===== src/sv/itrs_pkg.sv =====
// Package for the integer to radix string core: widths, character codes,
// controller/datapath command and status structs, digit-to-ASCII function.
// No dependencies.
package itrs_pkg;

   localparam int VALUE_W        = 63;
   localparam int BASE_W         = 6;
   localparam int CHAR_W         = 7;
   localparam int DIGIT_W        = 6;
   localparam int STEP_W         = 6;
   localparam int MAX_DIGITS_DEF = 64;

   localparam logic [BASE_W-1:0] BASE_MIN = BASE_W'(2);
   localparam logic [BASE_W-1:0] BASE_MAX = BASE_W'(36);

   localparam logic [CHAR_W-1:0] CHAR_ZERO  = CHAR_W'(8'h30);
   localparam logic [CHAR_W-1:0] CHAR_MINUS = CHAR_W'(8'h2D);
   localparam logic [CHAR_W-1:0] CHAR_QUEST = CHAR_W'(8'h3F);
   localparam logic [CHAR_W-1:0] LETTER_OFS = CHAR_W'(17);
   localparam logic [DIGIT_W-1:0] DEC_DIGITS = DIGIT_W'(10);

   // controller -> datapath
   typedef struct packed {
      logic load;        // capture request, clear counters
      logic step;        // one restoring division step
      logic store;       // write digit, start next division
      logic rd;          // read digit buffer at count-1
      logic emit_sign;   // load '-' into the output register
      logic emit_digit;  // load buffered digit, decrement count
      logic emit_bad;    // load '?' with bad_base
   } itrs_cmd_type;

   // datapath -> controller
   typedef struct packed {
      logic base_bad;    // request base outside 2..36
      logic step_last;   // final step of the current division
      logic quot_zero;   // quotient is zero
      logic cnt_top;     // buffer will be full after this store
      logic neg;         // value was negative
      logic idx_last;    // emitting the least significant digit
      logic out_free;    // output register can take a character
   } itrs_sts_type;

   function automatic logic [CHAR_W-1:0] digit_to_ascii(input logic [DIGIT_W-1:0] d);
      logic [CHAR_W-1:0] r;
      if (d < DEC_DIGITS) begin
         r = CHAR_ZERO + CHAR_W'(d);
      end else begin
         r = CHAR_ZERO + LETTER_OFS + CHAR_W'(d - DEC_DIGITS);
      end
      return r;
   endfunction

endpackage


===== src/sv/itrs_ctrl.sv =====
// Controller for the integer to radix string core: sequences division,
// digit storage and character emission. Depends on itrs_pkg.
module itrs_ctrl (
   input  logic                 clock,
   input  logic                 reset,
   input  logic                 req_valid,
   output logic                 req_ready,
   input  itrs_pkg::itrs_sts_type sts,
   output itrs_pkg::itrs_cmd_type cmd
);

   localparam logic [2:0] S_IDLE = 3'd0;
   localparam logic [2:0] S_DIV  = 3'd1;
   localparam logic [2:0] S_STORE = 3'd2;
   localparam logic [2:0] S_SIGN = 3'd3;
   localparam logic [2:0] S_READ = 3'd4;
   localparam logic [2:0] S_EMIT = 3'd5;
   localparam logic [2:0] S_BAD  = 3'd6;

   logic [2:0] state_ff;
   logic [2:0] state_in;

   assign req_ready = (state_ff == S_IDLE);

   always_comb begin
      state_in = state_ff;
      cmd      = '0;
      unique case (state_ff)
         S_IDLE: begin
            if (req_valid) begin
               cmd.load = 1'b1;
               state_in = sts.base_bad ? S_BAD : S_DIV;
            end
         end
         S_DIV: begin
            cmd.step = 1'b1;
            if (sts.step_last) begin
               state_in = S_STORE;
            end
         end
         S_STORE: begin
            cmd.store = 1'b1;
            if (!sts.quot_zero && !sts.cnt_top) begin
               state_in = S_DIV;
            end else begin
               state_in = sts.neg ? S_SIGN : S_READ;
            end
         end
         S_SIGN: begin
            if (sts.out_free) begin
               cmd.emit_sign = 1'b1;
               state_in      = S_READ;
            end
         end
         S_READ: begin
            cmd.rd   = 1'b1;
            state_in = S_EMIT;
         end
         S_EMIT: begin
            if (sts.out_free) begin
               cmd.emit_digit = 1'b1;
               state_in       = sts.idx_last ? S_IDLE : S_READ;
            end
         end
         S_BAD: begin
            if (sts.out_free) begin
               cmd.emit_bad = 1'b1;
               state_in     = S_IDLE;
            end
         end
         default: begin
            state_in = S_IDLE;
         end
      endcase
   end

   always_ff @(posedge clock) begin
      if (reset) begin
         state_ff <= S_IDLE;
      end else begin
         state_ff <= state_in;
      end
   end

endmodule


===== src/sv/itrs_dpath.sv =====
// Datapath for the integer to radix string core: bit-serial divider, digit
// buffer memory, digit count and output register. Depends on itrs_pkg.
module itrs_dpath #(
   parameter int MAX_DIGITS = itrs_pkg::MAX_DIGITS_DEF
) (
   input  logic                                clock,
   input  logic                                reset,
   input  logic signed [itrs_pkg::VALUE_W-1:0] req_value,
   input  logic        [itrs_pkg::BASE_W-1:0]  req_base,
   output logic                                rsp_valid,
   input  logic                                rsp_ready,
   output logic        [itrs_pkg::CHAR_W-1:0]  rsp_character,
   output logic                                rsp_last,
   output logic                                rsp_bad_base,
   input  itrs_pkg::itrs_cmd_type              cmd,
   output itrs_pkg::itrs_sts_type              sts
);

   localparam int CNT_W = $clog2(MAX_DIGITS + 1);
   localparam int IDX_W = $clog2(MAX_DIGITS);
   localparam int VW    = itrs_pkg::VALUE_W;
   localparam int BW    = itrs_pkg::BASE_W;
   localparam int DW    = itrs_pkg::DIGIT_W;
   localparam int CW    = itrs_pkg::CHAR_W;

   logic [DW-1:0] digit_mem [MAX_DIGITS];

   logic [VW-1:0]  mag_ff;
   logic [BW-1:0]  base_ff;
   logic [DW-1:0]  rem_ff;
   logic           neg_ff;
   logic [itrs_pkg::STEP_W-1:0] step_ff;
   logic [CNT_W-1:0] cnt_ff;
   logic [DW-1:0]  rd_data_ff;
   logic           out_valid_ff;
   logic [CW-1:0]  out_char_ff;
   logic           out_last_ff;
   logic           out_bad_ff;

   logic [VW-1:0]  neg_mag;
   logic [DW:0]    rem_sh;
   logic           q_bit;
   logic [DW-1:0]  rem_in;
   logic [CNT_W-1:0] cnt_dec;

   assign neg_mag = VW'(-req_value);

   // one restoring step: shift in the next dividend bit, subtract if it fits
   assign rem_sh = {rem_ff, mag_ff[VW-1]};
   assign q_bit  = (rem_sh >= {1'b0, base_ff});
   assign rem_in = q_bit ? DW'(rem_sh - {1'b0, base_ff}) : rem_sh[DW-1:0];

   assign cnt_dec = cnt_ff - CNT_W'(1);

   assign sts.base_bad  = (req_base < itrs_pkg::BASE_MIN) || (req_base > itrs_pkg::BASE_MAX);
   assign sts.step_last = (step_ff == itrs_pkg::STEP_W'(VW - 1));
   assign sts.quot_zero = (mag_ff == '0);
   assign sts.cnt_top   = (cnt_ff == CNT_W'(MAX_DIGITS - 1));
   assign sts.neg       = neg_ff;
   assign sts.idx_last  = (cnt_ff == CNT_W'(1));
   assign sts.out_free  = !out_valid_ff || rsp_ready;

   always_ff @(posedge clock) begin
      if (cmd.load) begin
         mag_ff  <= req_value[VW-1] ? neg_mag : req_value;
         neg_ff  <= req_value[VW-1];
         base_ff <= req_base;
         rem_ff  <= '0;
         step_ff <= '0;
      end else if (cmd.step) begin
         mag_ff  <= {mag_ff[VW-2:0], q_bit};
         rem_ff  <= rem_in;
         step_ff <= step_ff + itrs_pkg::STEP_W'(1);
      end else if (cmd.store) begin
         rem_ff  <= '0;
         step_ff <= '0;
      end
   end

   always_ff @(posedge clock) begin
      if (cmd.store) begin
         digit_mem[cnt_ff[IDX_W-1:0]] <= rem_ff;
      end
      if (cmd.rd) begin
         rd_data_ff <= digit_mem[cnt_dec[IDX_W-1:0]];
      end
   end

   always_ff @(posedge clock) begin
      if (reset) begin
         cnt_ff <= '0;
      end else if (cmd.load) begin
         cnt_ff <= '0;
      end else if (cmd.store) begin
         cnt_ff <= cnt_ff + CNT_W'(1);
      end else if (cmd.emit_digit) begin
         cnt_ff <= cnt_dec;
      end
   end

   always_ff @(posedge clock) begin
      if (reset) begin
         out_valid_ff <= 1'b0;
      end else if (cmd.emit_sign || cmd.emit_digit || cmd.emit_bad) begin
         out_valid_ff <= 1'b1;
      end else if (rsp_ready) begin
         out_valid_ff <= 1'b0;
      end
   end

   always_ff @(posedge clock) begin
      if (cmd.emit_sign) begin
         out_char_ff <= itrs_pkg::CHAR_MINUS;
         out_last_ff <= 1'b0;
         out_bad_ff  <= 1'b0;
      end else if (cmd.emit_digit) begin
         out_char_ff <= itrs_pkg::digit_to_ascii(rd_data_ff);
         out_last_ff <= sts.idx_last;
         out_bad_ff  <= 1'b0;
      end else if (cmd.emit_bad) begin
         out_char_ff <= itrs_pkg::CHAR_QUEST;
         out_last_ff <= 1'b1;
         out_bad_ff  <= 1'b1;
      end
   end

   assign rsp_valid     = out_valid_ff;
   assign rsp_character = out_char_ff;
   assign rsp_last      = out_last_ff;
   assign rsp_bad_base  = out_bad_ff;

endmodule


===== src/sv/integer_to_radix_string_core.sv =====
// Top level of the integer to radix string core: controller plus datapath.
// Depends on itrs_pkg, itrs_ctrl and itrs_dpath.
//
// Usage:
//  - Request channel (req_*): a 63-bit signed value and a 6-bit base. One
//    request is taken while req_ready is high, i.e. when the previous one is
//    fully converted and all but possibly its final character is handed off.
//  - Response channel (rsp_*): one ASCII character per transfer, most
//    significant first, '-' ahead of a negative value; rsp_last marks the
//    final one. A base outside 2..36 yields a single '?' with rsp_bad_base.
//  - Sequence: each digit is formed on the one-bit-per-cycle restoring
//    divider (63 shift/subtract steps plus a store). Output then takes an
//    output load for '-' and, per digit, a buffer read and an output load.
//    A bad base skips division and loads '?' once the output register is free.
//  - The output register decouples the sides: when the receiver stalls, the
//    current character holds and emission pauses; the next request may be
//    taken while the final character of the previous one is still waiting.
//  - Reset (synchronous, active high) returns the controller to idle, clears
//    the digit count and drops rsp_valid. The digit buffer is not cleared.
module integer_to_radix_string_core #(
   parameter int MAX_DIGITS = itrs_pkg::MAX_DIGITS_DEF
) (
   input  logic                                clock,
   input  logic                                reset,
   input  logic                                req_valid,
   output logic                                req_ready,
   input  logic signed [itrs_pkg::VALUE_W-1:0] req_value,
   input  logic        [itrs_pkg::BASE_W-1:0]  req_base,
   output logic                                rsp_valid,
   input  logic                                rsp_ready,
   output logic        [itrs_pkg::CHAR_W-1:0]  rsp_character,
   output logic                                rsp_last,
   output logic                                rsp_bad_base
);

   itrs_pkg::itrs_cmd_type cmd;
   itrs_pkg::itrs_sts_type sts;

   // sequencing: divide, store digit, repeat; then sign and digits in reverse
   itrs_ctrl u_ctrl (
      .clock     (clock),
      .reset     (reset),
      .req_valid (req_valid),
      .req_ready (req_ready),
      .sts       (sts),
      .cmd       (cmd)
   );

   // serial divider, digit buffer and output register
   itrs_dpath #(
      .MAX_DIGITS (MAX_DIGITS)
   ) u_dpath (
      .clock         (clock),
      .reset         (reset),
      .req_value     (req_value),
      .req_base      (req_base),
      .rsp_valid     (rsp_valid),
      .rsp_ready     (rsp_ready),
      .rsp_character (rsp_character),
      .rsp_last      (rsp_last),
      .rsp_bad_base  (rsp_bad_base),
      .cmd           (cmd),
      .sts           (sts)
   );

endmodule


===== config.mk =====
export PLATFORM = sky130hd
export DESIGN_NAME = integer_to_radix_string_core
export DESIGN_NICKNAME = d
export VERILOG_FILES = /design/src/sv/itrs_pkg.sv /design/src/sv/itrs_ctrl.sv /design/src/sv/itrs_dpath.sv /design/src/sv/integer_to_radix_string_core.sv
export SDC_FILE = /design/constraint.sdc
export NUM_CORES = 1
export LEC_CHECK = 0
export BUFFER_PORTS_ARGS = -buffer_cell sky130_fd_sc_hd__buf_2
export CORE_MARGIN = 3
export CORE_UTILIZATION = 55
export CTS_BUF_LIST = sky130_fd_sc_hd__clkbuf_4
export DETAILED_ROUTE_END_ITERATION = 6
export HOLD_SLACK_MARGIN = 0.06
export PLACE_DENSITY = 0.82
export SYNTH_ARGS = -nofsm -noshare
export SYNTH_HDL_FRONTEND = slang
export SYNTH_SLANG_ARGS = --single-unit

===== constraint.sdc =====
create_clock -name clock -period 11.8 [get_ports clock]
set_input_delay 1.18 -clock clock [delete_from_list [all_inputs] [get_ports clock]]
set_output_delay 1.18 -clock clock [all_outputs]
set_load 0.01 [all_outputs]

# [Word level (Yosys, flattened, before mapping)]
# Memories as Yosys holds them, arrays and structs flattened. A register that Yosys moved wholly into a read port is not among the register bits.
# Cells that the tools add are included.
[word_totals] inputBits=73 romBits=0 n_memories=1 output_inout_bits=11 regBits=102 latchBits=0 mem_bits_rw=384 elab_cells=93
[mem_list] name="u_dpath.digit_mem" words=64 word_bits=6 rd=1 rd_ports_with_merged_regs=1 write_ports=1 line="itrs_dpath.sv:26" source="logic [DW-1:0] digit_mem [MAX_DIGITS];"
[classes] div_mod_pow=0 mul=0 add_sub_neg=8 mux=37 reduce_logical=18 shifts=0 bitwise_logic=0 n_lt_le_gt_ge=4 n_eq_ne=14
[ops] cell="63-bit two-way mux" n=3
[ops] cell="63-bit logical NOT" n=1
[ops] cell="63-bit negator" n=1
[ops] cell="7-bit two-way mux" n=5
[ops] cell="3-bit two-way mux" n=9
[ops] cell="6-bit two-way mux" n=4
[ops] cell="3-bit one-hot mux with 7 select lines" n=1
[ops] cell="1-bit two-way mux" n=15
[ops] cell="2-bit != test, second input constant" n=5
[ops] cell="2-bit nonzero test" n=5
[ops] cell="3-bit == test, second input constant" n=3
[ops] cell="6-bit by 6-bit adder with 7-bit output, first input constant" n=1
[ops] cell="7-bit by 1-bit adder with 7-bit output, second input constant" n=1
[ops] cell="7-bit adder, first input constant" n=1
[ops] cell="7-bit by 1-bit == test with 1-bit output, second input constant" n=1
[ops] cell="7-bit by 6-bit == test with 1-bit output, second input constant" n=1
[ops] cell="7-bit by 6-bit greater-or-equal comparator with 1-bit output" n=1
[ops] cell="6-bit by 4-bit subtractor with 7-bit output, second input constant" n=1
[ops] cell="7-bit by 1-bit subtractor with 7-bit output, second input constant" n=1
[ops] cell="6-bit by 1-bit adder with 6-bit output, second input constant" n=1
[ops] cell="3-bit by 2-bit == test with 1-bit output, second input constant" n=2
[ops] cell="6-bit == test, second input constant" n=1
[ops] cell="6-bit greater-than comparator, second input constant" n=1
[ops] cell="6-bit by 2-bit less-than comparator with 1-bit output, second input constant" n=1
[ops] cell="9 further kinds" n=15

# [Logic depth before layout (Yosys ltp)]
[logic_depth] word_depth=7 ltp_mapped=14 ltp_nobuf=10

# [Modules after synthesis]
# From an unflattened synthesis, not the netlist that was laid out.
[hier_totals] hier_cells=1519 area_unflattened_um2=21853.5
[modules_own_cells] module="itrs_dpath" cells_per_inst=1479 seq_area_each_um2=14393.8 area_each_um2=21558.2 instances=1
[modules_own_cells] module="itrs_ctrl" cells_per_inst=40 seq_area_each_um2=60.1 area_each_um2=295.3 instances=1

# [Worst setup path after synthesis]
# No wires, ideal clock.
[synth_timing] kind="register to register" startpoint="register u_dpath.cnt_ff[0]" endpoint="register u_dpath.rd_data_ff[0], read port of u_dpath.digit_mem, data pin" stages_incl_launch_ff=13 setup_slack_ps=7813 t_arrival_ps=3731 n_path_buf=6 period_less_slack_ps=3987 t_required_ps=11543 setup_ps=257 path_cell_list="dfxtp_1 clkbuf_1 buf_2 buf_1 buf_1 inv_1 ha_1 clkbuf_1 xnor2_1 clkbuf_1 mux4_2 a22oi_1 nand2_1"
[synth_via] elab_chain_cells=1
[synth_lines] item="from (decl)" line="itrs_dpath.sv:33" source="logic [CNT_W-1:0] cnt_ff;"
[synth_lines] item="from (signal assigned)" line="itrs_dpath.sv:95" source="cnt_ff <= cnt_ff + CNT_W'(1);"
[synth_lines] item="from (signal assigned)" line="itrs_dpath.sv:97" source="cnt_ff <= cnt_dec;"
[synth_lines] item="7-bit by 1-bit subtractor with 7-bit output" line="itrs_dpath.sv:53" source="assign cnt_dec = cnt_ff - CNT_W'(1);"
[synth_lines] item="to (decl)" line="itrs_dpath.sv:34" source="logic [DW-1:0] rd_data_ff;"
# Every way passes these cells.
# A chain may end at the register's enable or synchronous reset.

# [Worst setup path in the final report]
[layout_timing] startpoint="register u_dpath.cnt_ff[0]" endpoint="register u_dpath.rd_data_ff[1], read port of u_dpath.digit_mem, data pin"
# The elaborated chain is that of the path after synthesis.

==> results.md <==
* Status: finished clean
* Port Buffers at 83
* Core footprint at between 30,000 and 40,000 um2
* DR WL/cell at about 22 um
* First-pass GRT wire length at ~76,000 um
* Flop-to-flop setup slack at 7.51 ns
* Adder-cell share of the synthesized area at 0.905%
* Horiz. Die Dim at between 200 and 250 um
* Critical path fanouts, max at 59
* Hold path endpoint: u_dpath.step_ff[4]
* Vias in the first global route at approximately 13,000
* Fillers at about 2,800
* Post-place setup slack at approximately 7.4 ns
* Clock buffer count from CTS at ~120
* Synth Register Bits at just under 500
* Register area share after synthesis at 67.0%
* CP Launch Type: flop
* Hold crit path type: reg2reg
* Fmax at 233 MHz
* Total Routing Usage GR at between 20% and 30%
* Multiplexer share of the synthesized area at approximately an eighth
* TritonCTS sink count at approximately 490
* FF-to-FF path depth at 7
* Least-Margin Pin Slew at ~1.1 ns
* Syn Area/Cell at 14.8 um2
* Largest net degree at the start of global routing at between 100 and 150
* Post-Synth XOR/XNOR Area at around 3.0%
* Bufs on Longest Clock Path at 3
* Remaining Overflow, GRT at 0
* Maximum vdd drop at ~0.16 mV
* Final Total Pwr at ~5000 uW
* Post-CTS Hold Buffers at 0
* Synth Area in Compound Gates at under 10%
* Post-CTS sizing at 0
* Hold_sp: u_dpath.step_ff[4]
* Critical path cell sequence: inv_1 -> ha_4 -> buf_4 -> mux4_2 -> mux4_2 -> a22oi_1 -> nand2_1
* Arr. time, crit path at 4.88 ns
* Full die area at about 42,000 um2
* Routed wire length at ~48,000 um
* Worst EP required at ~12 ns
* CTS tree: yes
* Slowest CP cell: dfxtp_4
* Worst-Skew Late Latency at between 0.8 and 0.9 ns
* Hold path depth at 2
* Core Util, Final at between 60% and 70%
* Starting Density at between 50% and 60%
* DRC Markers at 0
* Final Setup Violations at 0
* Final antenna-violating net count at 0
* Count of cell types in the netlist at 62
* Placer Congestion at about 0.97
* Worst r2r src: u_dpath.cnt_ff[0]
* Number of synthesized flops with an enable pin at 460
* Synthesis-to-layout area growth at 11.3%
* Post-Synth Simple-Gate Area at under 10%
* Max-Cap Viols at 0
* Net Count, Synth at 1,544
* CP max stage delay at 1.00 ns
* PD cells at 204 nW/um2
* Post-layout net count at roughly 1,700
* End of the worst register-to-register path: u_dpath.rd_data_ff[1]
* Violation count after the first detailed-routing iteration at approximately 1,900
* Primary FF master, synth: edfxtp_1
* Vias at roughly 14,000
* Setup TNS at 0 ns
* Final Max Tran Viols at 0
* Tmin final at 4.29 ns
* Cell area after synthesis at about 22,000 um2
* Post-synth ARST share at 0%
* Max_slew headroom at 29.5%
* Clk_skew at ~0.054 ns
* Clk slew on worst S/H paths at 0.08 ns
* Initial DRT Pass Iterations at 6
* Post-CTS Setup Bufs at 0
* Initial antenna violation count at 2
* HPWL after DPL at 31,500 um
* Share of layout cells above drive strength 1 at 25.0%
* Most frequent cell on the critical path: mux4_2
* Die H at 204 um
* Main combinational cell family by area after synthesis: multiplexers
* Ys Warns at 0
* Worst setup path class: reg2reg
* Critical Path Sink Type: flop
* Crit share post-route at 36.4%
* Static Leakage at between 0.008 and 0.009 uW
* Cell Rows at 71
* Fin. Hold Viols at 0
* Gate Count Post-Synth at approximately 1,500
* Via density at 6.13
* # IOs at between 80 and 90
* CTS Root Cell: clkbuf_4
* H-Tree Depth at 3
* Final setup margin at 7.51 ns
* RSZ-0062 raised after global routing: false
cells by family (layout without fill, tap and decap cells):
group           after synthesis  after routing
flops                       492            492
simple gates                425            425
compound gates              227            227
mux                         119            119
buf+inv                     103            345
xor+xnor                     75             75
fa+ha+maj                    15             15
other cells                   0              2
sequential cells by signal, summed over array words and instances, names as in the netlist, 3 cells and up:
| register | count |
|---|---|
| u_dpath.cnt_ff | 7 |
| u_dpath.rsp_character | 7 |
| u_dpath.rd_data_ff | 6 |
| u_dpath.rem_ff | 6 |
| u_ctrl.state_ff | 3 |
| u_dpath.base_ff | 6 |
| u_dpath.mag_ff | 63 |
| u_dpath.digit_mem | 384 |
| u_dpath.step_ff | 6 |
cell usage in the layout, fill, tap and decap left out, drive strengths merged, types with 8 or more instances in the layout:
cell type | Yosys | routed
clkbuf | 54 | 174
nor2 | 125 | 125
clkinv | 3 | 42
inv | 25 | 27
nor3 | 16 | 16
nor4 | 29 | 29
ha | 14 | 14
dfxtp | 32 | 32
or4 | 11 | 11
a21oi | 45 | 45
nand2b | 11 | 11
o21ai | 97 | 97
nand3 | 29 | 29
or3 | 15 | 15
mux2i | 8 | 8
xor2 | 58 | 58
mux4 | 108 | 108
buf | 21 | 100
a31oi | 10 | 10
or2 | 10 | 10
xnor2 | 17 | 17
edfxtp | 460 | 460
o22ai | 10 | 10
nand4 | 16 | 16
o31ai | 14 | 14
a22oi | 9 | 9
nand2 | 151 | 151
worst max-delay path, delay by kind of cell, from the launching register on:
kind,cells,cell delay [ns]
simple gates,1,0.08
buf+inv,2,0.91
compound gates,1,0.18
fa+ha+maj,1,0.92
flops,1,1.00
mux,2,0.88
stage by stage:
| stage | instance area (um2) | hold slack [ns] | cells |
|---|---|---|---|
| after floorplan | 21600 | 0.452 | 1456 |
| after global placement | 22500 | 0.464 | 1992 |
| after detailed placement | 22500 | 0.473 | 1992 |
| after CTS | 24000 | 0.481 | 2209 |
| after global routing | 24000 | 0.509 | 2211 |
| final | 24000 | 0.479 | 2211 |
how the worst max path moves through the flow:
| stage | from | end | slack, ns | depth (start not counted) |
|---|---|---|---|---|
| 5_1_grt | u_dpath.cnt_ff[0] | u_dpath.rd_data_ff[0] | 7.13 | 7 |
| 3_5_place_dp | u_dpath.cnt_ff[0] | u_dpath.rd_data_ff[1] | 7.38 | 7 |
| 6_report | u_dpath.cnt_ff[0] | u_dpath.rd_data_ff[1] | 7.51 | 7 |
| 2_1_floorplan | u_dpath.cnt_ff[0] | u_dpath.rd_data_ff[0] | 7.81 | 12 |
| 4_1_cts | u_dpath.cnt_ff[0] | u_dpath.rd_data_ff[1] | 7.41 | 7 |
| 3_3_place_gp | u_dpath.cnt_ff[0] | u_dpath.rd_data_ff[1] | 7.50 | 7 |
Yosys cell counts (11+ instances only):
cell	instances	area share (%)
edfxtp_1	460	64
nand2_1	151	2.6
nor2_1	125	2.2
mux4_2	108	11
o21ai_0	96	2.2
xor2_1	58	2.4
clkbuf_1	54	0.94
a21oi_1	45	1.0
dfxtp_1	32	3.0
nand3_1	29	0.67
nor4_1	28	0.81
inv_1	25	0.44
xnor2_1	17	0.69
buf_1	16	0.28
nand4_1	16	0.46
nor3_1	16	0.37
ha_1	14	0.81
o31ai_1	14	0.49
or3_1	13	0.38
nand2b_1	11	0.32
area by class of cell:
type | count | area, um2 | area share (%)
sequential | 492 | 14500 | 60.2
multi-input combinational | 861 | 6750 | 28.1
clock buffer | 174 | 1310 | 5.44
tap | 511 | 639 | 2.66
timing repair buffer | 100 | 543 | 2.26
clock inverter | 43 | 198 | 0.823
inverter | 28 | 105 | 0.438
antenna | 2 | 5.00 | 0.0208
routing by layer:
layer | wire length, um | vias to the layer above | part of all wire, % | global-route usage (%)
met5 | 0 | - | 0 | 0
met4 | 1150 | 0 | 2.4 | 8.01
met3 | 4610 | 80 | 9.5 | 5.62
met2 | 23400 | 672 | 48 | 36.8
met1 | 19200 | 6731 | 40 | 33.5
li1 | - | 6061 | - | -
power by group:
part	leakage [uW]	internal, uW	total (uW)	switching, uW
clock network	0.000896	697	1360	658
logic	0.00260	466	1190	728
registers	0.00455	2200	2350	144
total	0.00805	3370	4900	1530
No activity file was read; power rests on OpenSTA's default activity.
